==> src/hw/rtl/tccf_pkg.sv <==
// ============================================================================
// tccf_pkg
// Shared types, constants and helper functions of the tilt-compensated
// compass fusion core.
// ============================================================================
`default_nettype none

package tccf_pkg;

    localparam int CORDIC_STEPS_DEF    = 16;
    localparam int ANGLE_FRAC_BITS_DEF = 24;

    // CORDIC datapath widths
    localparam int XY_W = 58;
    localparam int Z_W  = 37;
    // shared multiplier operand and product widths
    localparam int MA_W = 37;
    localparam int MB_W = 30;
    localparam int P_W  = MA_W + MB_W;

    localparam logic signed [Z_W-1:0]  PI_Q30      = 37'sd3373259426;
    localparam logic signed [Z_W-1:0]  TWO_PI_Q30  = 37'sd6746518852;
    localparam logic signed [Z_W-1:0]  HALF_PI_Q30 = 37'sd1686629713;
    localparam logic signed [XY_W-1:0] GAIN_Q30    = 58'sd652032874;
    localparam logic signed [XY_W-1:0] NORM_LIMIT  = 58'sd1125899906842624;

    localparam logic signed [MB_W-1:0] CDEG_PER_RAD_Q16   = 30'sd375493621;
    localparam logic signed [MB_W-1:0] GYRO_MS_TO_Q30_Q16 = 30'sd76760392;
    localparam logic signed [P_W-1:0]  DELTA_LIMIT        = 67'sd33554432;
    localparam logic signed [P_W-1:0]  TILT_CDEG_LIMIT    = 67'sd45837;
    localparam logic signed [P_W-1:0]  YAW_CDEG_LIMIT     = 67'sd18000;

    localparam logic [8:0] WEIGHT_ONE = 9'd256;

    // square root: 52-bit radicand, 26 result bits
    localparam int SQ_W    = 52;
    localparam int ROOT_W  = 26;

    // APB register indexes
    localparam logic REG_GYRO_WEIGHT = 1'b0;
    localparam logic REG_FIRST_INTVL = 1'b1;

    typedef struct packed {
        logic start;
        logic rotate;
    } t_cor_req;

    typedef enum logic [2:0] {
        C_IDLE,
        C_NORM,
        C_PRE,
        C_RED,
        C_ITER
    } t_cor_state;

    typedef enum logic [5:0] {
        S_IDLE,
        S_MW,
        S_SQ_A,
        S_SQ_C,
        S_SQ_E,
        S_SQRT_W,
        S_AR_W,
        S_GP_A,
        S_GP_C,
        S_GP_E,
        S_GR_C,
        S_GR_E,
        S_AP_W,
        S_BP_A,
        S_BP_B,
        S_BP_C,
        S_BR_A,
        S_BR_B,
        S_BR_C,
        S_SR,
        S_SR_W,
        S_SP_W,
        S_M1,
        S_M2,
        S_M3,
        S_M4,
        S_M5,
        S_M6,
        S_M7,
        S_YS,
        S_YW,
        S_Y1,
        S_D1,
        S_D2,
        S_D3,
        S_OUT
    } t_state;

    function automatic logic [31:0] atan_entry(input logic [4:0] idx);
        logic [31:0] v;
        case (idx)
            5'd0:  v = 32'h3243F6A8;
            5'd1:  v = 32'h1DAC6705;
            5'd2:  v = 32'h0FADBAFC;
            5'd3:  v = 32'h07F56EA6;
            5'd4:  v = 32'h03FEAB76;
            5'd5:  v = 32'h01FFD55B;
            5'd6:  v = 32'h00FFFAAA;
            5'd7:  v = 32'h007FFF55;
            5'd8:  v = 32'h003FFFEA;
            5'd9:  v = 32'h001FFFFD;
            5'd10: v = 32'h000FFFFF;
            5'd11: v = 32'h0007FFFF;
            5'd12: v = 32'h0003FFFF;
            5'd13: v = 32'h0001FFFF;
            5'd14: v = 32'h0000FFFF;
            5'd15: v = 32'h00007FFF;
            5'd16: v = 32'h00003FFF;
            5'd17: v = 32'h00001FFF;
            5'd18: v = 32'h00000FFF;
            5'd19: v = 32'h000007FF;
            5'd20: v = 32'h000003FF;
            5'd21: v = 32'h000001FF;
            5'd22: v = 32'h000000FF;
            5'd23: v = 32'h0000007F;
            5'd24: v = 32'h0000003F;
            5'd25: v = 32'h0000001F;
            5'd26: v = 32'h0000000F;
            5'd27: v = 32'h00000008;
            5'd28: v = 32'h00000004;
            5'd29: v = 32'h00000002;
            5'd30: v = 32'h00000001;
            default: v = 32'h00000000;
        endcase
        return v;
    endfunction

    // v / 2^n, rounded to nearest with ties away from zero (n > 0)
    function automatic logic signed [P_W-1:0] rnd_shr(input logic signed [P_W-1:0] v,
                                                      input int unsigned n);
        logic [P_W-1:0] m;
        logic [P_W-1:0] half;
        m    = (v < 0) ? P_W'(-v) : P_W'(v);
        half = P_W'(1) << (n - 1);
        m    = (m + half) >> n;
        return (v < 0) ? -$signed(m) : $signed(m);
    endfunction

    function automatic logic signed [P_W-1:0] clamp_sym(input logic signed [P_W-1:0] v,
                                                        input logic signed [P_W-1:0] lim);
        logic signed [P_W-1:0] r;
        if (v < -lim) begin
            r = -lim;
        end else if (v > lim) begin
            r = lim;
        end else begin
            r = v;
        end
        return r;
    endfunction

endpackage

`default_nettype wire

==> src/hw/rtl/tccf_cordic.sv <==
// ============================================================================
// tccf_cordic
// Shared CORDIC unit: vectoring (atan2) and rotation (sine, cosine).
// ============================================================================
`default_nettype none

module tccf_cordic #(
    parameter int CORDIC_STEPS = tccf_pkg::CORDIC_STEPS_DEF
) (
    input  wire logic                                i_clk,
    input  wire logic                                i_rst_n,
    input  wire tccf_pkg::t_cor_req                  i_req,
    input  wire logic signed [tccf_pkg::XY_W-1:0]    i_x,
    input  wire logic signed [tccf_pkg::XY_W-1:0]    i_y,
    input  wire logic signed [tccf_pkg::Z_W-1:0]     i_z,
    output logic                                     o_busy,
    output logic signed [tccf_pkg::XY_W-1:0]         o_x,
    output logic signed [tccf_pkg::XY_W-1:0]         o_y,
    output logic signed [tccf_pkg::Z_W-1:0]          o_z
);

    localparam int IW = $clog2(CORDIC_STEPS);
    localparam logic [IW-1:0] LAST = IW'(CORDIC_STEPS - 1);

    tccf_pkg::t_cor_state r_state, n_state;

    logic signed [tccf_pkg::XY_W-1:0] r_x, r_y, sh_x, sh_y, nx, ny;
    logic signed [tccf_pkg::Z_W-1:0]  r_z, nz, ang;
    logic [IW-1:0]                    r_i;
    logic                             r_neg;
    logic                             r_rot;
    logic                             in_norm;

    assign sh_x = r_x >>> r_i;
    assign sh_y = r_y >>> r_i;
    assign ang  = tccf_pkg::Z_W'(tccf_pkg::atan_entry(5'(r_i)));
    assign in_norm = (r_x > -tccf_pkg::NORM_LIMIT) && (r_x < tccf_pkg::NORM_LIMIT)
                  && (r_y > -tccf_pkg::NORM_LIMIT) && (r_y < tccf_pkg::NORM_LIMIT);

    // one micro-rotation
    always_comb begin
        if (r_rot ? (r_z >= 0) : (r_y <= 0)) begin
            nx = r_x - sh_y;
            ny = r_y + sh_x;
            nz = r_z - ang;
        end else begin
            nx = r_x + sh_y;
            ny = r_y - sh_x;
            nz = r_z + ang;
        end
    end

    always_ff @(posedge i_clk) begin
        if (!i_rst_n) begin
            r_state <= tccf_pkg::C_IDLE;
        end else begin
            r_state <= n_state;
        end
    end

    always_comb begin
        n_state = r_state;
        case (r_state)
            tccf_pkg::C_IDLE: begin
                if (i_req.start) begin
                    if (i_req.rotate) begin
                        n_state = tccf_pkg::C_RED;
                    end else if (i_x != 0 || i_y != 0) begin
                        n_state = tccf_pkg::C_NORM;
                    end
                end
            end
            tccf_pkg::C_NORM: begin
                if (!in_norm) begin
                    n_state = tccf_pkg::C_PRE;
                end
            end
            tccf_pkg::C_PRE: n_state = tccf_pkg::C_ITER;
            tccf_pkg::C_RED: begin
                if (r_z <= tccf_pkg::PI_Q30 && r_z >= -tccf_pkg::PI_Q30) begin
                    n_state = tccf_pkg::C_ITER;
                end
            end
            tccf_pkg::C_ITER: begin
                if (r_i == LAST) begin
                    n_state = tccf_pkg::C_IDLE;
                end
            end
            default: n_state = tccf_pkg::C_IDLE;
        endcase
    end

    always_ff @(posedge i_clk) begin
        case (r_state)
            tccf_pkg::C_IDLE: begin
                if (i_req.start) begin
                    r_rot <= i_req.rotate;
                    r_neg <= 1'b0;
                    r_i   <= '0;
                    if (i_req.rotate) begin
                        r_x <= tccf_pkg::GAIN_Q30;
                        r_y <= '0;
                        r_z <= i_z;
                    end else begin
                        r_x <= i_x;
                        r_y <= i_y;
                        r_z <= '0;
                    end
                end
            end
            tccf_pkg::C_NORM: begin
                if (in_norm) begin
                    r_x <= r_x <<< 1;
                    r_y <= r_y <<< 1;
                end
            end
            tccf_pkg::C_PRE: begin
                // move a left-half vector into the right half
                if (r_x < 0) begin
                    if (r_y >= 0) begin
                        r_x <= r_y;
                        r_y <= -r_x;
                        r_z <= tccf_pkg::HALF_PI_Q30;
                    end else begin
                        r_x <= -r_y;
                        r_y <= r_x;
                        r_z <= -tccf_pkg::HALF_PI_Q30;
                    end
                end
            end
            tccf_pkg::C_RED: begin
                if (r_z > tccf_pkg::PI_Q30) begin
                    r_z <= r_z - tccf_pkg::TWO_PI_Q30;
                end else if (r_z < -tccf_pkg::PI_Q30) begin
                    r_z <= r_z + tccf_pkg::TWO_PI_Q30;
                end else if (r_z > tccf_pkg::HALF_PI_Q30) begin
                    r_z   <= r_z - tccf_pkg::PI_Q30;
                    r_neg <= 1'b1;
                end else if (r_z < -tccf_pkg::HALF_PI_Q30) begin
                    r_z   <= r_z + tccf_pkg::PI_Q30;
                    r_neg <= 1'b1;
                end
            end
            tccf_pkg::C_ITER: begin
                r_i <= r_i + IW'(1);
                r_z <= nz;
                if (r_i == LAST && r_rot && r_neg) begin
                    r_x <= -nx;
                    r_y <= -ny;
                end else begin
                    r_x <= nx;
                    r_y <= ny;
                end
            end
            default: begin
                r_i <= r_i;
            end
        endcase
    end

    assign o_busy = (r_state != tccf_pkg::C_IDLE);
    assign o_x    = r_x;
    assign o_y    = r_y;
    assign o_z    = r_z;

endmodule

`default_nettype wire

==> config.mk <==
export PLATFORM = sky130hd
export DESIGN_NAME = tccf_cordic
export DESIGN_NICKNAME = d
export VERILOG_FILES = /design/src/hw/rtl/tccf_pkg.sv /design/src/hw/rtl/tccf_cordic.sv
export SDC_FILE = /design/constraint.sdc
export NUM_CORES = 2
export LEC_CHECK = 0
export BUFFER_PORTS_ARGS = -buffer_cell sky130_fd_sc_hd__buf_2
export CELL_PAD_IN_SITES_DETAIL_PLACEMENT = 0
export CELL_PAD_IN_SITES_GLOBAL_PLACEMENT = 1
export CORE_MARGIN = 2
export CORE_UTILIZATION = 40
export DETAILED_ROUTE_END_ITERATION = 8
export GPL_TIMING_DRIVEN = 0
export PLACE_DENSITY_LB_ADDON = 0.05
export SLEW_MARGIN = 20
export SYNTH_ARGS = -nofsm -noshare
export SYNTH_HDL_FRONTEND = slang
export SYNTH_SLANG_ARGS = --single-unit
==> constraint.sdc <==
create_clock -name i_clk -period 14.83 [get_ports i_clk]
set_input_delay 0.7415 -clock i_clk [delete_from_list [all_inputs] [get_ports i_clk]]
set_output_delay 0.7415 -clock i_clk [all_outputs]
set_load 0.05 [all_outputs]
### Word level (Yosys, flattened, before mapping)

Memories as Yosys holds them, arrays and structs flattened. A register that Yosys moved wholly into a read port is not among the register bits.
Cells that the tools add are included.

| operators by class | value |
|---|---|
| $add $sub $neg | 15 |
| $mul | 0 |
| divide/modulo/power cells | 0 |
| order comparisons | 14 |
| equality and inequality tests | 16 |
| shift-type cells | 2 |
| muxes and demuxes | 43 |
| bitwise operators | 0 |
| reduce and logical (&&, ||, !) cells | 21 |

Operators by type and width:

| kind | count |
|---|---|
| 58-bit 2-to-1 mux | 14 |
| 58-bit one-hot mux with 4 select lines | 2 |
| 37-bit 2-to-1 mux | 9 |
| 58-bit negator | 4 |
| 37-bit one-hot mux with 4 select lines | 1 |
| 58-bit adder | 2 |
| 58-bit by 51-bit > comparator with 1-bit output, second input constant | 2 |
| 58-bit by 52-bit < comparator with 1-bit output, second input constant | 2 |
| 58-bit nonzero test | 2 |
| 58-bit by 4-bit >>> shifter with 58-bit output | 2 |
| 58-bit subtractor | 2 |
| 58-bit by 1-bit >= comparator with 1-bit output, second input constant | 1 |
| 58-bit by 1-bit <= comparator with 1-bit output, second input constant | 1 |
| 58-bit by 1-bit < comparator with 1-bit output, second input constant | 1 |
| 37-bit by 33-bit adder with 37-bit output | 1 |
| 37-bit by 33-bit adder with 37-bit output, second input constant | 1 |
| 37-bit by 34-bit adder with 37-bit output, second input constant | 1 |
| 37-bit by 1-bit >= comparator with 1-bit output, second input constant | 1 |
| 37-bit by 33-bit >= comparator with 1-bit output, second input constant | 1 |
| 37-bit by 32-bit > comparator with 1-bit output, second input constant | 1 |
| 37-bit by 33-bit > comparator with 1-bit output, second input constant | 1 |
| 37-bit by 33-bit <= comparator with 1-bit output, second input constant | 1 |
| 37-bit by 32-bit < comparator with 1-bit output, second input constant | 1 |
| 37-bit by 33-bit < comparator with 1-bit output, second input constant | 1 |
| 26 further kinds | 56 |

| storage, ports and cells | value |
|---|---|
| bits in registers | 162 |
| latch bits | 0 |
| RAM bits | 0 |
| ROM bits | 480 |
| input port bits | 157 |
| output and inout bits | 154 |
| memories kept | 1 |

Memory list:

| memory | depth | bits a word | read ports | clocked after memory_dff | wr ports | RTL line | RTL |
|---|---|---|---|---|---|---|---|
| (no name shown) | 16 | 30 | 1 | 1 | 0 | tccf_pkg.sv:97 | `case (idx)` |

### Longest topological paths before layout

| logic depth | value |
|---|---|
| word-level depth | 6 |
| mapped depth | 37 |

### Least setup slack after synthesis

OpenSTA, ideal clock, no wires.

| timing path | value |
|---|---|
| path kind | register -> register |
| from | register r_x (netlist bit o_x[1]) |
| to | register r_x (netlist bit o_x[0]), enable pin |
| library setup time | 0.751 ns |
| arrival time | 11.210 ns |
| data required time | 14.079 ns |
| slack | 2.869 ns |
| cell stages (with the launch flop) | 15 |
| path buffers | 0 |
| period minus slack after synthesis | 11.961 ns |
| cells stage by stage | edfxtp_1 > inv_1 > ha_1 > nor3b_1 > nand3b_1 > nor2_1 > and3b_1 > and3_1 > nand2_1 > nor4_1 > and3b_1 > o31a_1 > a211oi_1 > a31oi_1 > o21ai_0 |

| on the way | value |
|---|---|
| longest elaborated chain between the ends | 6 |
| elaborated cells between the ends (all ways) | 9 |
| those cells by class | order compare (3); eq/ne (2); reduce/logical (4) |

RTL lines:

| what | RTL line | RTL |
|---|---|---|
| start, declared | tccf_cordic.sv:27 | `logic signed [tccf_pkg::XY_W-1:0] r_x, r_y, sh_x, sh_y, nx, ny;` |
| start signal, assigned | tccf_cordic.sv:101 | `r_x <= tccf_pkg::GAIN_Q30;` |
| start signal, assigned | tccf_cordic.sv:105 | `r_x <= i_x;` |
| start signal, assigned | tccf_cordic.sv:113 | `r_x <= r_x <<< 1;` |
| 58-bit by 51-bit > comparator with 1-bit output / 58-bit by 52-bit < comparator with 1-bit output (equally long branches) | tccf_cordic.sv:37 | `assign in_norm = (r_x > -tccf_pkg::NORM_LIMIT) && (r_x < tccf_pkg::NORM_LIMIT)` |
| 1-bit logical AND | tccf_cordic.sv:37 |  |
| 1-bit logical AND (2 in a row) | tccf_cordic.sv:38 | `&& (r_y > -tccf_pkg::NORM_LIMIT) && (r_y < tccf_pkg::NORM_LIMIT);` |
| 2-bit inequality test (no line) | -- |  |
| 4-bit AND reduction (no line) (*) | -- |  |

Mark *: on every way between the ends. The rest lies on a longest branch, timed or not.
A chain may end at the register's enable or synchronous reset.

### Worst setup path in the final report

| timing path | value |
|---|---|
| from | register r_i[2] |
| to | register r_x (netlist bit o_x[57]), data pin |

| on the way | value |
|---|---|
| longest elaborated chain between the ends | 6 |
| elaborated cells between the ends (all ways) | 10 |
| those cells by class | add/sub (3); eq/ne (1); shift (1); mux (3); reduce/logical (2) |

RTL lines:

| what | RTL line | RTL |
|---|---|---|
| start, declared | tccf_cordic.sv:29 | `logic [IW-1:0] r_i;` |
| start signal, assigned | tccf_cordic.sv:145 | `r_i <= r_i + IW'(1);` |
| start signal, assigned | tccf_cordic.sv:156 | `r_i <= r_i;` |
| 58-bit by 4-bit >>> shifter with 58-bit output | tccf_cordic.sv:35 | `assign sh_y = r_y >>> r_i;` |
| 58-bit adder / 58-bit subtractor (equally long branches) | tccf_cordic.sv:47, tccf_cordic.sv:43 |  |
| 58-bit 2-to-1 mux | tccf_cordic.sv:42 | `if (r_rot ? (r_z >= 0) : (r_y <= 0)) begin` |
| 58-bit negator | tccf_cordic.sv:148 | `r_x <= -nx;` |
| 58-bit 2-to-1 mux (*) | tccf_cordic.sv:147 | `if (r_i == LAST && r_rot && r_neg) begin` |
| 58-bit one-hot mux with 4 select lines (*) | tccf_cordic.sv:94 | `case (r_state)` |
| end signal, assigned | tccf_cordic.sv:101 |  |
| end signal, assigned | tccf_cordic.sv:148 |  |
| end signal, assigned | tccf_cordic.sv:151 | `r_x <= nx;` |

Marked as above.

==> run metrics <==
Syn Area/Cell=around 7.6 µm²; min cycle time layout=14.68 ns; post-CTS setup buffers=0; violated checks=DRC; vias in the first global route=41840; Synth area leaders=edfxtp_1, xnor2_1, mux4_2; final non-filler cell total=between 6000 and 7000; final setup vio count=0; worst-skew pair later-pin latency=~0.57 ns; area share of the largest cell type after synthesis=13.12%; HP Class=in2reg; CTS tree=done; biggest area consumer among synthesized cells=edfxtp_1; Max Fclk=approximately 0.07 GHz; hold_sp=i_rst_n; post-route cell area=between 40000 and 50000 µm²; Detailed Route Iter0 Violations=between 8000 and 9000; Warnings, synthesis=0; clock root buffer=clkbuf_16; # IOs=311; Setup crit start=r_i[2]$_DFFE_PP_; Distinct cells, synth=114; DP HPWL=between 150 and 200 mm; Worst Path Buf+Inv=13; CTS clk-pin slew, worst paths=roughly 0.090 ns; Startpoint Class=flip-flop; synthesized cell area=36390 µm²; # Max-Cap Violations=0; core area=around 90000 µm²; Die X=between 300 and 400 µm; fin util=44.94%; Routed Antenna Nets=0; cell with the most instances after synthesis=a21oi_1; Post-CTS Hold Buffers=0; Die H=305.6 µm; Initial DRT Pass Iterations=9; Placed Area=39780 µm²; Routed Wire Length=approximately 250 mm; area delta synth->final=11.33%; Sink Count=between 150 and 200; routed len/inst=about 39 µm; Placed Cells incl. Taps=6273; H-Tree Depth=4; worst rel slew slack=a little under 6%; cell row count=110; final hold viol count=0; port bufs=310; initial antenna violation count=29; FFs w/ async S/R, synth=0%; critical path peak fanout=10; clk_skew=a little under 0.03 ns; Worst path max stage delay=around 0.83 ns; slowest CP cell=nor4b_2; DR vias/cell=between 7 and 8; Starting Density=slightly above 40%; Layout Nets=between 5000 and 6000; Seq/Total Area, Yosys=approximately 15%; Crit. End Element=flip-flop; CTS Buffer Depth=2; share of cells above drive strength 1=between 10 and 15%; Tightest Pin Transition=~1.4 ns; cts bufs inserted=17; DIE AREA=93410 µm²; Mapped Cells=between 4000 and 5000; Post-synth top cells=a21oi_1, o21ai_0, nand2_1; largest net degree at the start of global routing=26; Post-synth EDFFs=159; Setup CP Type=reg2reg; Worst EP required=roughly 15 ns; Residual DRC=2; fin crit share=98.97%; DR vias=45770; crit-path most repeated cell=buf_2; Crit path max-delay family=buffers and inverters; worst r2r src=r_i[2]$_DFFE_PP_; total gr overflow=0; Placer Congestion=1.118; Mapped Nets=roughly 5100; Primary FF master, synth=edfxtp_1; unrepaired setup endpoints after global routing=false; total track usage=between 50% and 60%; global-route wire length before repair=about 330 mm; PostCTS Resize Cnt=0; Synth Register Bits=approximately 190; CP Data Arrival Time=15.01 ns; outcome=complete, but fails checks; Slew Limit Fails=0
per-stage QoR:
step	worst slack, ns	hold WS, ns	TNS (ns)
5_1_grt	0.2246	0.4531	0
6_report	0.1521	0.4237	0
2_1_floorplan	2.869	0.6547	0
3_3_place_gp	-3.764	0.7390	-430.82
4_1_cts	1.060	0.4087	0
3_5_place_dp	1.110	0.7517	0
cell families (layout without fill, tap and decap cells):
| logic type | count (synthesis) | count (layout) | synth area share, % |
|---|---|---|---|
| compound gates | 1621 | 1621 | 28.73 |
| xor+xnor | 511 | 511 | 12.32 |
| other cells | 0 | 28 | 0 |
| buf+inv | 488 | 851 | 5.621 |
| flops | 191 | 191 | 14.88 |
| fa+ha+maj | 177 | 177 | 6.147 |
| mux | 276 | 276 | 11.68 |
| simple gates | 1506 | 1506 | 20.62 |
area by class of cell:
cell class | count | area, µm²
Inverter | 101 | 379.1
Sequential cell | 191 | 5415
Timing Repair Buffer | 331 | 1851
Multi-Input combinational cell | 4091 | 29010
Clock buffer | 17 | 425.4
Antenna cell | 28 | 70.07
Fill cell | 9470 | 49630
Tap cell | 1176 | 1471
Clock inverter | 15 | 191.4
Buffer | 387 | 1700
metal layers:
layer	global-route usage (%)	vias up	share of wire, %
met5	0.2584	-	0.086
met4	37.08	14	8.8
met2	70.88	3874	40
met1	61.22	21960	37
met3	21.76	994	14
li1	-	18920	-
cells in the final DEF, fill, tap and decap left out, types with 36 or more instances in the layout:
master	Yosys	routed
nand3_1	91	91
edfxtp_1	159	159
or3_1	50	50
nand2b_1	50	50
o21ai_0	418	417
mux4_2	106	106
mux2i_1	100	99
o21a_1	36	36
a221oi_1	49	49
mux2_2	63	63
nor4_1	64	60
nor2b_1	37	37
nand4_1	73	73
o31ai_1	40	40
nand2_1	401	401
o22ai_1	43	43
buf_2	32	350
xor2_1	221	221
xnor2_1	289	289
a21oi_1	438	437
ha_1	174	174
a222oi_1	81	81
nor2_1	391	390
nor3_1	128	126
a31oi_1	80	79
a21o_1	73	73
inv_1	99	99
o211ai_1	50	50
clkbuf_1	297	275
and2_1	43	43
final timing paths:
path	end	slack [ns]	cells past startpoint
setup / recovery	o_x[57]$_DFFE_PP_	0.15	35
hold / removal	r_state[0]$_SDFFE_PN0P_	0.42	3
setup reg to reg	o_x[57]$_DFFE_PP_	0.15	35
hold reg to reg	r_i[1]$_DFFE_PP_	0.78	2
flip-flops by register name, summed over array words and instances, names as in the netlist:
register / cells
r_state: 3
r_rot: 1
r_i: 4
o_z: 37
r_neg: 1
ang: 29
o_x: 58
o_y: 58
worst register-to-register path: cells and delay by family (launching register included):
kind            cells  cell delay [ns]
fa+ha+maj           2             0.54
compound gates      6             2.20
simple gates       11             3.91
flops               1             0.50
xor+xnor            3             0.77
buf+inv            13             6.55
Power is left out: the tool's default activity adds up to more than one toggle a clock period on the data nets, which glitch-free logic cannot reach.
