File: src/hw/rtl/tccf_pkg.sv
// ============================================================================
// tccf_pkg
// Shared types, constants and helper functions of the tilt-compensated
// compass fusion core.
// ============================================================================
`default_nettype none

package tccf_pkg;

    localparam int CORDIC_STEPS_DEF    = 16;
    localparam int ANGLE_FRAC_BITS_DEF = 24;

    // CORDIC datapath widths
    localparam int XY_W = 58;
    localparam int Z_W  = 37;
    // shared multiplier operand and product widths
    localparam int MA_W = 37;
    localparam int MB_W = 30;
    localparam int P_W  = MA_W + MB_W;

    localparam logic signed [Z_W-1:0]  PI_Q30      = 37'sd3373259426;
    localparam logic signed [Z_W-1:0]  TWO_PI_Q30  = 37'sd6746518852;
    localparam logic signed [Z_W-1:0]  HALF_PI_Q30 = 37'sd1686629713;
    localparam logic signed [XY_W-1:0] GAIN_Q30    = 58'sd652032874;
    localparam logic signed [XY_W-1:0] NORM_LIMIT  = 58'sd1125899906842624;

    localparam logic signed [MB_W-1:0] CDEG_PER_RAD_Q16   = 30'sd375493621;
    localparam logic signed [MB_W-1:0] GYRO_MS_TO_Q30_Q16 = 30'sd76760392;
    localparam logic signed [P_W-1:0]  DELTA_LIMIT        = 67'sd33554432;
    localparam logic signed [P_W-1:0]  TILT_CDEG_LIMIT    = 67'sd45837;
    localparam logic signed [P_W-1:0]  YAW_CDEG_LIMIT     = 67'sd18000;

    localparam logic [8:0] WEIGHT_ONE = 9'd256;

    // square root: 52-bit radicand, 26 result bits
    localparam int SQ_W    = 52;
    localparam int ROOT_W  = 26;

    // APB register indexes
    localparam logic REG_GYRO_WEIGHT = 1'b0;
    localparam logic REG_FIRST_INTVL = 1'b1;

    typedef struct packed {
        logic start;
        logic rotate;
    } t_cor_req;

    typedef enum logic [2:0] {
        C_IDLE,
        C_NORM,
        C_PRE,
        C_RED,
        C_ITER
    } t_cor_state;

    typedef enum logic [5:0] {
        S_IDLE,
        S_MW,
        S_SQ_A,
        S_SQ_C,
        S_SQ_E,
        S_SQRT_W,
        S_AR_W,
        S_GP_A,
        S_GP_C,
        S_GP_E,
        S_GR_C,
        S_GR_E,
        S_AP_W,
        S_BP_A,
        S_BP_B,
        S_BP_C,
        S_BR_A,
        S_BR_B,
        S_BR_C,
        S_SR,
        S_SR_W,
        S_SP_W,
        S_M1,
        S_M2,
        S_M3,
        S_M4,
        S_M5,
        S_M6,
        S_M7,
        S_YS,
        S_YW,
        S_Y1,
        S_D1,
        S_D2,
        S_D3,
        S_OUT
    } t_state;

    function automatic logic [31:0] atan_entry(input logic [4:0] idx);
        logic [31:0] v;
        case (idx)
            5'd0:  v = 32'h3243F6A8;
            5'd1:  v = 32'h1DAC6705;
            5'd2:  v = 32'h0FADBAFC;
            5'd3:  v = 32'h07F56EA6;
            5'd4:  v = 32'h03FEAB76;
            5'd5:  v = 32'h01FFD55B;
            5'd6:  v = 32'h00FFFAAA;
            5'd7:  v = 32'h007FFF55;
            5'd8:  v = 32'h003FFFEA;
            5'd9:  v = 32'h001FFFFD;
            5'd10: v = 32'h000FFFFF;
            5'd11: v = 32'h0007FFFF;
            5'd12: v = 32'h0003FFFF;
            5'd13: v = 32'h0001FFFF;
            5'd14: v = 32'h0000FFFF;
            5'd15: v = 32'h00007FFF;
            5'd16: v = 32'h00003FFF;
            5'd17: v = 32'h00001FFF;
            5'd18: v = 32'h00000FFF;
            5'd19: v = 32'h000007FF;
            5'd20: v = 32'h000003FF;
            5'd21: v = 32'h000001FF;
            5'd22: v = 32'h000000FF;
            5'd23: v = 32'h0000007F;
            5'd24: v = 32'h0000003F;
            5'd25: v = 32'h0000001F;
            5'd26: v = 32'h0000000F;
            5'd27: v = 32'h00000008;
            5'd28: v = 32'h00000004;
            5'd29: v = 32'h00000002;
            5'd30: v = 32'h00000001;
            default: v = 32'h00000000;
        endcase
        return v;
    endfunction

    // v / 2^n, rounded to nearest with ties away from zero (n > 0)
    function automatic logic signed [P_W-1:0] rnd_shr(input logic signed [P_W-1:0] v,
                                                      input int unsigned n);
        logic [P_W-1:0] m;
        logic [P_W-1:0] half;
        m    = (v < 0) ? P_W'(-v) : P_W'(v);
        half = P_W'(1) << (n - 1);
        m    = (m + half) >> n;
        return (v < 0) ? -$signed(m) : $signed(m);
    endfunction

    function automatic logic signed [P_W-1:0] clamp_sym(input logic signed [P_W-1:0] v,
                                                        input logic signed [P_W-1:0] lim);
        logic signed [P_W-1:0] r;
        if (v < -lim) begin
            r = -lim;
        end else if (v > lim) begin
            r = lim;
        end else begin
            r = v;
        end
        return r;
    endfunction

endpackage

`default_nettype wire

File: src/hw/rtl/tccf_isqrt.sv
// ============================================================================
// tccf_isqrt
// Bit-serial integer square root, one result bit per cycle.
// ============================================================================
`default_nettype none

module tccf_isqrt (
    input  wire logic                          i_clk,
    input  wire logic                          i_rst_n,
    input  wire logic                          i_start,
    input  wire logic [tccf_pkg::SQ_W-1:0]     i_value,
    output logic                               o_busy,
    output logic [tccf_pkg::ROOT_W-1:0]        o_root
);

    logic                       r_busy;
    logic [tccf_pkg::SQ_W-1:0]  r_v;
    logic [tccf_pkg::SQ_W-1:0]  r_r;
    logic [4:0]                 r_k;
    logic [tccf_pkg::SQ_W-1:0]  bit_w;
    logic [tccf_pkg::SQ_W-1:0]  cand;

    assign bit_w = tccf_pkg::SQ_W'(1) << {r_k, 1'b0};
    assign cand  = r_r + bit_w;

    always_ff @(posedge i_clk) begin
        if (!i_rst_n) begin
            r_busy <= 1'b0;
        end else if (i_start) begin
            r_busy <= 1'b1;
        end else if (r_busy && r_k == 5'd0) begin
            r_busy <= 1'b0;
        end
    end

    always_ff @(posedge i_clk) begin
        if (i_start) begin
            r_v <= i_value;
            r_r <= '0;
            r_k <= 5'(tccf_pkg::ROOT_W - 1);
        end else if (r_busy) begin
            if (r_v >= cand) begin
                r_v <= r_v - cand;
                r_r <= (r_r >> 1) + bit_w;
            end else begin
                r_r <= r_r >> 1;
            end
            r_k <= r_k - 5'd1;
        end
    end

    assign o_busy = r_busy;
    assign o_root = r_r[tccf_pkg::ROOT_W-1:0];

endmodule

`default_nettype wire

File: config.mk
export PLATFORM = sky130hd
export DESIGN_NAME = tccf_isqrt
export DESIGN_NICKNAME = d
export VERILOG_FILES = /design/src/hw/rtl/tccf_pkg.sv /design/src/hw/rtl/tccf_isqrt.sv
export SDC_FILE = /design/constraint.sdc
export NUM_CORES = 1
export LEC_CHECK = 0
export BUFFER_PORTS_ARGS = -buffer_cell sky130_fd_sc_hd__buf_4
export CELL_PAD_IN_SITES_DETAIL_PLACEMENT = 1
export CELL_PAD_IN_SITES_GLOBAL_PLACEMENT = 1
export CORE_ASPECT_RATIO = 0.6
export CORE_MARGIN = 2
export CORE_UTILIZATION = 40
export CTS_CLUSTER_SIZE = 25
export DETAILED_ROUTE_END_ITERATION = 16
export GPL_TIMING_DRIVEN = 0
export PLACE_DENSITY_LB_ADDON = 0.1
export SYNTH_ARGS = -nofsm -noshare
export SYNTH_HDL_FRONTEND = slang
export SYNTH_SLANG_ARGS = --single-unit
File: constraint.sdc
create_clock -name i_clk -period 22.9 [get_ports i_clk]
set_input_delay 4.58 -clock i_clk [delete_from_list [all_inputs] [get_ports i_clk]]
set_output_delay 4.58 -clock i_clk [all_outputs]
set_load 0.02 [all_outputs]
## Word-level counts from Yosys, hierarchy flattened

Index checks and enable logic that the tools add are counted.

- Bits of input ports: 55
- Logic and storage cells: 22
- Bits in registers: 110
- Output and inout port bits: 27

- Multiplexer cells: 6
- Shift operators: 1
- Add/sub/neg operators: 4
- $lt $le $gt $ge: 1
- Reductions and logical operators: 6

Operators by type and width:

| operator | count |
|---|---|
| two-way mux 52 bit | 4 |
| adder 51 x 52 -> 52 bit | 1 |
| adder 52 bit | 1 |
| greater-or-equal comparator 52 bit | 1 |
| << shifter 1 x 6 -> 52 bit (first input constant) | 1 |
| subtractor 52 bit | 1 |
| nonzero test 2 bit | 3 |
| logical NOT 5 bit | 1 |
| subtractor 5 x 1 -> 5 bit (second input constant) | 1 |
| two-way mux 1 bit | 2 |
| AND reduction 2 bit | 1 |
| logical AND 1 bit | 1 |

## Depth between registers and ports, before layout

Gate-level depths: netlist (run 1).

- Depth after elaboration: 6
- Mapped depth: 29
- Gate-level depth less buffers: 26

## Least setup slack after synthesis (run 1)

Ideal clock, no wire load.

- Path kind: register -> register
- Start point: reg r_k[2]
- End point: reg r_v[0] (netlist bit), enable pin
- Required time: 22428 ps
- Stages on the path, launching flop included: 26
- Path slack: 14879 ps
- Arrival: 7549 ps
- Path buffers: 5
- Setup time: 472 ps
- Period minus slack after synthesis: 8021 ps
- Cell sequence: dfxtp_1 or2_2 clkbuf_1 nor2_1 ha_1 a311oi_1 o31ai_2 a221oi_2 o221ai_2 a31oi_1 o31ai_1 nand2_1 nand2_1 a31oi_1 xor2_1 ha_1 clkbuf_1 nand4_1 or3_1 o41ai_1 a2111o_2 nand2_2 buf_6 buf_6 buf_4 o21bai_1

- Cells in the longest elaborated chain, start to end: 5

RTL lines:

| item | RTL line | RTL |
|---|---|---|
| from (decl) | tccf_isqrt.sv:19 | `logic [4:0] r_k;` |
| from (signal assigned) | tccf_isqrt.sv:40 | `r_k <= 5'(tccf_pkg::ROOT_W - 1);` |
| from (signal assigned) | tccf_isqrt.sv:48 | `r_k <= r_k - 5'd1;` |
| << shifter 1 x 6 -> 52 bit | tccf_isqrt.sv:23 | `assign bit_w = tccf_pkg::SQ_W'(1) << {r_k, 1'b0};` |
| adder 52 bit | tccf_isqrt.sv:24 | `assign cand = r_r + bit_w;` |
| greater-or-equal comparator 52 bit | tccf_isqrt.sv:42 | `if (r_v >= cand) begin` |
| nonzero test 2 bit (no line) | -- |  |
| AND reduction 2 bit (no line) | -- |  |
| to (signal assigned) | tccf_isqrt.sv:38 | `r_v <= i_value;` |
| to (signal assigned) | tccf_isqrt.sv:43 | `r_v <= r_v - cand;` |
| to (decl) | tccf_isqrt.sv:17 | `logic [tccf_pkg::SQ_W-1:0] r_v;` |

No other way between the ends.
A chain may end at the register's enable or synchronous reset.

## Worst setup path after layout (run 1)

- Start point: reg r_k[2]
- End point: reg r_v[18] (netlist bit), enable pin

Same word-level chain as after synthesis.

==> results of run 1 <==
## cell type report
type | count | area [um^2] | area share
Inverter | 36 | 135 | 0.0105
Buffer | 106 | 561 | 0.0434
Multi-Input combinational cell | 1218 | 8070 | 0.624
Clock buffer | 11 | 264 | 0.0204
Timing Repair Buffer | 82 | 656 | 0.0507
Tap cell | 367 | 459 | 0.0355
Sequential cell | 110 | 2720 | 0.211
Clock inverter | 5 | 65.1 | 0.00503
## placed cells by master, fill, tap and decap left out, types with 19 or more instances in the layout
cell type and n:
o21bai_1 19, nor2_1 157, ha_1 111, buf_4 109, dfxtp_1 58, edfxtp_1 52, nand2_1 150, nand3_1 26
nand4_1 26, a211oi_1 34, clkbuf_1 57, or3_1 19, a21oi_1 99, a31oi_1 56, o21ai_0 117, xor2_1 58
xnor2_1 62, a21o_1 45, nor3_1 27, inv_1 36
## tightest hold or removal path, stage by stage (launching register included)
cell	delay [ns]
dfxtp_1	0.38
nand2_1	0.08
nand2_1	0.05
## routing by layer
metal,vias to the layer above,GRT usage,part of all wire
li1,5618,-,-
met1,5795,0.441,0.49
met2,396,0.450,0.41
met3,53,0.0740,0.079
met4,0,0.0623,0.016
met5,-,0,0
## power breakdown
part	leakage [uW]	total [uW]	internal, uW	switching, uW
Clock	0.000161	186	95.6	90.6
Combinational	0.00387	1180	426	758
Sequential	0.000999	344	295	49.8
Total	0.00503	1710	816	899
## Yosys cell counts, types with 45 or more instances
cell type / count / area (um^2)
nor2_1: 157 / 589
xor2_1: 58 / 508
nand2_1: 150 / 563
o21ai_0: 117 / 586
clkbuf_1: 57 / 214
xnor2_1: 62 / 543
a21oi_1: 99 / 495
a31oi_1: 56 / 350
edfxtp_1: 52 / 1560
dfxtp_1: 58 / 1160
ha_1: 111 / 1390
a21o_1: 45 / 338
## cell families after synthesis
kind of cell	Yosys count
xor+xnor	120
flops	110
mux	9
compound gates	486
fa+ha+maj	112
simple gates	491
buf+inv	142
## how the worst max path moves through the flow
stage,to,startpoint,cells after the start,slack [ns]
6_report,r_v[18],r_k[2],26,14.61
5_1_grt,r_v[18],r_k[2],26,14.15
4_1_cts,r_v[18],r_k[2],26,14.81
3_5_place_dp,r_v[18],r_k[2],26,14.88
3_3_place_gp,r_v[19],r_k[2],25,11.75
2_1_floorplan,r_v[0],r_k[2],25,14.88
## metrics by stage
step	total power, uW	instance area (um^2)	utilization
2_1_floorplan	1140	11500	-
3_3_place_gp	1460	12500	0.450
3_5_place_dp	1500	12600	0.452
4_1_cts	1690	12900	0.464
5_1_grt	1840	12900	0.464
6_report	1710	12900	0.464
## registers in the layout (all words and copies together) (netlist names)
name	flops
r_r	52
r_v	52
r_k	5
o_busy	1
==> impl_metrics.tcl, run 1 <==
set metrics [dict create \
    outcome "finished clean" \
    rows 47 \
    clk_pin_slew_ns 0.09 \
    tritoncts "done" \
    syn-cell-area_mm2 0.0115 \
    area_delta_synth_final_pct 12.7 \
    io_buffers 80 \
    synth-adder-area-share 0.123 \
    synthArstFlopShare 0 \
    worstRegToRegCells 26 \
    via_per_inst 6.13 \
    syn_inst 1470 \
    place_hpwl_mm 35.7 \
    cts_hold_buffers 0 \
    critPathTopFamily "compound AO/OA/AOI/OAI gates" \
    slew_viol_final 0 \
    grtUsageTotal 0.302 \
    drc 0 \
    dp_cells 1919 \
    power_leakage_uw 0.00503 \
    wl_per_cell_um 23.4 \
    yosysWarnings 0 \
    place.gp.congestion 1.02 \
    die_w_um 223 \
    nNetsFinal 1730 \
    fin_setup_tns_ns 0 \
    hold_path_depth 2 \
    crit_type "register to register" \
    clock-root-buffer "clkbuf_16" \
    clkSinkCount 110 \
    antenna_found_initial 0 \
    min_period_ns 8.29 \
    cts_buffers 9 \
    slowest_delay_ns 0.82 \
    die_height_um 135 \
    grt_pass1_wl_mm 69.4 \
    setup_slack_ns 14.61 \
    syn_avg_cell_area_um2 7.81 \
    synth_mux_area_frac 0.00796 \
    setup_viol 0 \
    min_path_type "register to register" \
    relSlewSlack 0.247 \
    n_fill_cell 3488 \
    post_cts_buffers 0 \
    cp-end-kind "register" \
    p_per_area_mw_per_mm2 133 \
    holdWs_ns 0.551 \
    synthFlopType "dfxtp_1" \
    clock.fmax_mhz 121 \
    layout-drive-gt1-share 0.116 \
    coreArea_mm2 0.0279 \
    timing.final.crit_share 0.362 \
    path_common_cell "a21o_1" \
    drtIter0Drc 1211 \
    synth_top_family_by_area "compound AO/OA/AOI/OAI gates" \
    slowest_stage "a21oi_1" \
    dieArea_mm2 0.0301 \
    timing.rr.start "r_k[2]" \
    grt_pass1_vias 11700 \
    ys_types 80 \
    rsz0062_at_grt "no" \
    synth-simple-area-share 0.199 \
    drt_first_pass_iters 5 \
    r2r_setup_slack_ns 14.61 \
    final-instance-count-excl-fill 1935 \
    syn_nets 1637 \
    ctsLongestPathBuffers 2 \
    irDropWorstVdd_v 0.0000680 \
    preCtsSetupSlack_ns 14.88 \
    worst_pin_slew_ns 1.13 \
    fin_skew_ns 0.0130 \
    drv_cap 0 \
    via_count 11900 \
    hold_viol_final 0 \
    ios 82 \
    min_to "r_r[28]" \
    ys_seq_elements 110 \
    cp_max_fo 19 \
    synth-xor-area-share 0.0916 \
    path_buf_inv 5 \
    grt_overflow 0 \
    reg2reg_to "r_v[18]" \
    synth_edf_count 52 \
    crit_required_ns 23.00 \
    finalWirelength_mm 45.3 \
    drtAntennaViolNets 0 \
    grt_start_max_net_pins 20 \
    min_from "r_r[28]" \
    start_kind "register" \
    start_util 0.412 \
    seq_area_frac_synth 0.237 \
    clk_latency_ns 0.40 \
    n_antenna_cell 0 \
    synth_compound_area_frac 0.281 \
    cts-htree-levels 3 \
    cp_data_arrival_time_ns 8.39 \
    cts_resized 0 \
]
(Power assumes the default switching activity.)
==> run 2, diff against run 1 <==
ABC_AREA = 1   (was not set)
clock period = 6.8 ns   (was 22.9 ns; I/O delays follow)
==> impl_metrics.tcl, run 2 <==
set metrics [dict create \
    outcome "finished clean" \
    syn_inst 2620 \
    seq_area_frac_synth 0.182 \
    grt_start_max_net_pins 27 \
    place.gp.congestion 1.04 \
    synthTopCellsByCount "nand2_1, inv_1, nor2_1, nand3_1, a21oi_1" \
    tritoncts "done" \
    syn_avg_cell_area_um2 5.71 \
    antenna_found_initial 1 \
    drtAntennaViolNets 0 \
    place_hpwl_mm 63.3 \
    post_cts_buffers 0 \
    min_path_type "register to register" \
    worst_pin_slew_ns 1.45 \
    n_fill_cell 5223 \
    irDropWorstVdd_v 0.000185 \
    start_kind "register" \
    yosys.area.top_type "nand2_1" \
    io_buffers 80 \
    synthFlopType "dfxtp_1" \
    via_count 18400 \
    p_per_area_mw_per_mm2 318 \
    mostFrequentLayoutCells "nand2_1, inv_1, nor2_1" \
    synth_edf_count 52 \
    holdWs_ns 0.515 \
    slowest_delay_ns 0.44 \
    cts_hold_buffers 0 \
    fin_skew_ns 0.0172 \
    crit_type "register to register" \
    setup_viol 0 \
    final_common_cell "nand2_1" \
    final-instance-count-excl-fill 3221 \
    path_cells "clkbuf_1 > inv_1 > nor2_1 > inv_1 > nor2_1 > ha_1 > nand2_1 > o21ai_0 > a21oi_1 > o21ai_0 > a21oi_1 > o21ai_0 > xor2_1 > ha_1 > nand2_1 > nor2_2 > inv_2 > nor2_2 > nand2_1 > nor2_1 > nand4_2 > nand3_4 > nand2_2 > nand2_8" \
    power.total_uw 5270 \
    grt_pass1_vias 17400 \
    synthArstFlopShare 0 \
    critPathTopFamily "simple AND/OR/NAND/NOR gates" \
    grt_overflow 0 \
    cp-end-kind "register" \
    rows 54 \
    power_leakage_uw 0.00747 \
    dieArea_mm2 0.0390 \
    dp_cells 3204 \
    synth.most_common_cell "nand2_1" \
    ys_types 48 \
    rsz0062_at_grt "no" \
    relSlewSlack 0.0328 \
    drtIter0Drc 2270 \
    ys_seq_elements 110 \
    finalWirelength_mm 73.8 \
    die_w_um 254 \
    cts_buffers 9 \
    crit_required_ns 6.86 \
    slew_viol_final 0 \
    min_period_ns 6.61 \
    hold_viol_final 0 \
    slowest_stage "ha_1" \
    clk_pin_slew_ns 0.09 \
    wl_per_cell_um 22.9 \
    clock-root-buffer "clkbuf_16" \
    coreArea_mm2 0.0366 \
    nNetsFinal 2879 \
    clk_latency_ns 0.40 \
    drv_cap 0 \
    fin_setup_tns_ns 0 \
    area_delta_synth_final_pct 10.9 \
    layout-drive-gt1-share 0.0718 \
    timing.final.crit_share 0.972 \
    yosysWarnings 0 \
    drt_first_pass_iters 5 \
    syn_nets 2787 \
    ios 82 \
    cp_max_fo 26 \
    via_per_inst 5.71 \
    clkSinkCount 110 \
    ctsLongestPathBuffers 2 \
    cp_data_arrival_time_ns 6.67 \
    cts-htree-levels 3 \
    start_util 0.409 \
    yosysTopAreaCellShare 0.207 \
    syn-cell-area_mm2 0.0150 \
    top_regs "r_r (52), r_v (52), r_k (5)" \
    grt_pass1_wl_mm 109 \
    grtUsageTotal 0.375 \
    clock.fmax_mhz 151 \
    n_antenna_cell 0 \
    die_height_um 154 \
    ys_top_cells_by_area "nand2_1, edfxtp_1, ha_1" \
    path_buf_inv 4 \
    drc 0 \
]
## run 2: cell count changes after synthesis, sizes merged, moves of 50 or more
cell	before	now
nand4	26	76
inv	36	363
a21oi	99	191
nor2	157	294
nand3	26	220
nand2	151	831
## run 2: routing by layer
layer | vias to the layer above | share of wire | wire length (um) | track usage
li1 | 8679 | - | - | -
met1 | 8895 | 0.50 | 36900 | 0.585
met2 | 769 | 0.36 | 26400 | 0.475
met3 | 51 | 0.13 | 9640 | 0.148
met4 | 4 | 0.011 | 833 | 0.0482
met5 | - | 0.0015 | 109 | 0.0224
## run 2: kinds of logic after synthesis
logic type	count (synthesis)	synth area share
AND/OR/NAND/NOR	1489	0.417
buffers and inverters	458	0.125
AO/OA/AOI/OAI	368	0.133
adder cells (fa/ha/maj)	112	0.0941
flip-flops	110	0.182
XOR/XNOR	83	0.0486
## run 2: stage by stage
| step | setup WS, ns | util | cell area [um^2] |
|---|---|---|---|
| 2_1_floorplan | 1.55 | - | 15000 |
| 3_3_place_gp | -1.50 | 0.442 | 16200 |
| 3_5_place_dp | -0.385 | 0.443 | 16200 |
| 4_1_cts | 0.0545 | 0.452 | 16600 |
| 5_1_grt | 0.00234 | 0.453 | 16600 |
| 6_report | 0.193 | 0.453 | 16600 |
## run 2: layout make-up
type,instances,area (um^2),share of cell area
multi-input cells,2053,10500,0.631
flip-flops and latches,110,2720,0.164
well taps,504,631,0.0380
inverters,363,1360,0.0821
clock buffers,11,275,0.0166
clock inverters,5,36.3,0.00219
plain buffers,95,502,0.0302
repair buffers,80,601,0.0362
## run 2: worst reg2reg max path, cell delays in order, from the launching register on
cell and delay, ns:
dfxtp_1 0.33, clkbuf_1 0.43, inv_1 0.25, nor2_1 0.20
inv_1 0.11, nor2_1 0.22, ha_1 0.34, nand2_1 0.15
o21ai_0 0.18, a21oi_1 0.43, o21ai_0 0.32, a21oi_1 0.37
o21ai_0 0.16, xor2_1 0.18, ha_1 0.44, nand2_1 0.15
nor2_2 0.19, inv_2 0.08, nor2_2 0.09, nand2_1 0.08
nor2_1 0.21, nand4_2 0.33, nand3_4 0.36, nand2_2 0.26
nand2_8 0.34
## run 2: worst paths after layout
path | endpoint | start | slack (ns) | cells after the start
worst max register to register | r_v[8] | r_k[3] | 0.19 | 24
worst min register to register | r_r[0] | r_r[0] | 0.51 | 2
worst min-delay path | r_r[0] | r_r[0] | 0.51 | 2
worst max-delay path | r_v[8] | r_k[3] | 0.19 | 24
## run 2: power breakdown
part	total (uW)	leakage [uW]	switching, uW	internal, uW
clock	613	0.000158	316	297
sequential	1080	0.000996	152	926
combinational	3580	0.00632	2460	1130
## run 2: timing repair
action	CTS	global route
gates resized for setup	4	9
cloned	1	0
endpoints found under the setup margin	52	105
==> run 3, diff against run 2 <==
ABC_AREA = not set   (was 1)
==> impl_metrics.tcl, run 3 (synthesis results as in run 1) <==
set metrics [dict create \
    clk_pin_slew_ns 0.09 \
    dp_cells 1919 \
    rows 47 \
    fin_skew_ns 0.00879 \
    die_w_um 223 \
    cts-htree-levels 3 \
    via_per_inst 6.13 \
    cp-end-kind "register" \
    min_path_type "register to register" \
    worstSetupEndpoint "r_v[18]" \
    layout-drive-gt1-share 0.152 \
    final_common_cell "nor2_1" \
    drv_cap 0 \
    area_delta_synth_final_pct 16.6 \
    clock.fmax_mhz 150 \
    start_util 0.412 \
    ff_latch_area_mm2 0.00272 \
    hold_viol_final 0 \
    r2r_setup_slack_ns 0.15 \
    clk_latency_ns 0.40 \
    slowest_stage "a2111o_2" \
    drt_first_pass_iters 5 \
    power_leakage_uw 0.00517 \
    nNetsFinal 1743 \
    dieArea_mm2 0.0301 \
    worstRegToRegCells 27 \
    final-instance-count-excl-fill 1948 \
    cts_hold_buffers 0 \
    grt_start_max_net_pins 22 \
    drtIter0Drc 1133 \
    path_buf_inv 6 \
    grt_pass1_wl_mm 69.1 \
    clock-root-buffer "clkbuf_16" \
    worst_pin_slew_ns 0.977 \
    min_period_ns 6.65 \
    place.gp.congestion 0.932 \
    antenna_found_initial 0 \
    tritoncts "done" \
    coreArea_mm2 0.0279 \
    via_count 11900 \
    timing.final.crit_share 0.977 \
    ios 82 \
    reg2reg_to "r_v[18]" \
    setup_viol 0 \
    cp_data_arrival_time_ns 6.80 \
    mostFrequentLayoutCells "nor2_1, nand2_1, buf_4" \
    slowest_delay_ns 0.55 \
    n_antenna_cell 0 \
    grt_pass1_vias 11700 \
    start_kind "register" \
    drtAntennaViolNets 0 \
    outcome "finished clean" \
    crit_type "register to register" \
    slew_viol_final 0 \
    finalWirelength_mm 45.3 \
    relSlewSlack 0.348 \
    critPathTopFamily "compound AO/OA/AOI/OAI gates" \
    place_hpwl_mm 35.6 \
    ctsLongestPathBuffers 2 \
    top_regs "r_r (52), r_v (52), r_k (5)" \
    wl_per_cell_um 23.3 \
    grtUsageTotal 0.299 \
    cts_buffers 9 \
    post-route-cell-area_mm2 0.0134 \
    multi_input_area_mm2 0.00837 \
    drc 0 \
    cp_max_fo 21 \
    clkSinkCount 110 \
    n_fill_cell 3418 \
    placed_area_mm2 0.0126 \
    die_height_um 135 \
    irDropWorstVdd_v 0.000365 \
    critPathLaunch "r_k[0]" \
    crit_required_ns 6.95 \
    p_per_area_mw_per_mm2 445 \
    crit_cells 27 \
    grt_overflow 0 \
    io_buffers 80 \
    timing.rr.start "r_k[0]" \
]
run 3: cell types whose count changed in the layout (fill, tap and decap cells not counted), sizes merged, moves of 48 or more:
| cell | change |
|---|---|
| a21oi | -92 |
| a31oi | +48 |
| inv | -327 |
| nand2 | -681 |
| nand3 | -194 |
| nand4 | -50 |
| nor2 | -137 |
run 3: worst reg2reg max path, stage by stage (launching register included):
cell      delay [ns]
dfxtp_2         0.41
inv_1           0.11
ha_1            0.25
nand2b_4        0.14
nor2_4          0.06
ha_1            0.34
a31o_2          0.29
a31o_2          0.29
a221oi_4        0.39
o221ai_4        0.20
a31oi_4         0.30
buf_4           0.16
o21ai_2         0.09
a31oi_1         0.23
xor2_1          0.35
ha_2            0.38
and2_1          0.20
and3_1          0.23
and2_4          0.17
nand4_1         0.17
o41ai_1         0.09
a2111o_2        0.55
nand2_2         0.11
buf_6           0.19
buf_12          0.19
o21bai_4        0.11
buf_16          0.21
buf_16          0.18
run 3: routing by layer:
metal	GRT usage	up-vias	share of wire
met2	0.445	374	0.42
li1	-	5623	-
met1	0.452	5896	0.51
met4	0.0563	0	0.013
met3	0.0503	41	0.063
met5	0	-	0
run 3: how the worst min path moves through the flow:
stage	from	end	slack, ns	cells past startpoint
floorplan	r_r[0]	r_r[0]	0.48	2
global placement	r_r[51]	r_r[51]	0.53	2
detailed placement	r_r[51]	r_r[51]	0.54	2
CTS	r_r[51]	r_r[51]	0.55	2
global route	r_r[51]	r_r[51]	0.59	2
finish	r_r[51]	r_r[51]	0.56	2
run 3: area by class of cell:
class	count	share of cell area
multi-input combinational	1218	0.626
sequential	110	0.204
timing repair buffer	101	0.0606
buffer	100	0.0417
tap	367	0.0343
clock buffer	10	0.0179
inverter	36	0.0101
clock inverter	6	0.00617
run 3: power by group:
group,switching [uW],total (uW),internal (uW)
Clock,303,636,333
Sequential,177,1170,992
Combinational,2570,4150,1580
run 3: metrics by stage:
| step | total power, uW | util | setup slack, ns | hold slack (ns) | setup TNS (ns) |
|---|---|---|---|---|---|
| floorplan | 3830 | - | 0.466 | 0.479 | 0 |
| global placement | 4900 | 0.450 | -1.68 | 0.528 | -108.68 |
| detailed placement | 5020 | 0.452 | -1.44 | 0.539 | -98.87 |
| CTS | 5690 | 0.470 | 0.0765 | 0.551 | 0 |
| global route | 6350 | 0.480 | -0.0322 | 0.591 | -0.537 |
| finish | 5960 | 0.480 | 0.153 | 0.563 | 0 |
run 3: repair_timing:
| action | CTS | global route |
|---|---|---|
| pin swaps | 10 | 14 |
| cloned | 0 | 0 |
| setup buffers | 6 | 13 |
| resized for setup | 32 | 34 |
| setup endpoints to repair | 108 | 100 |
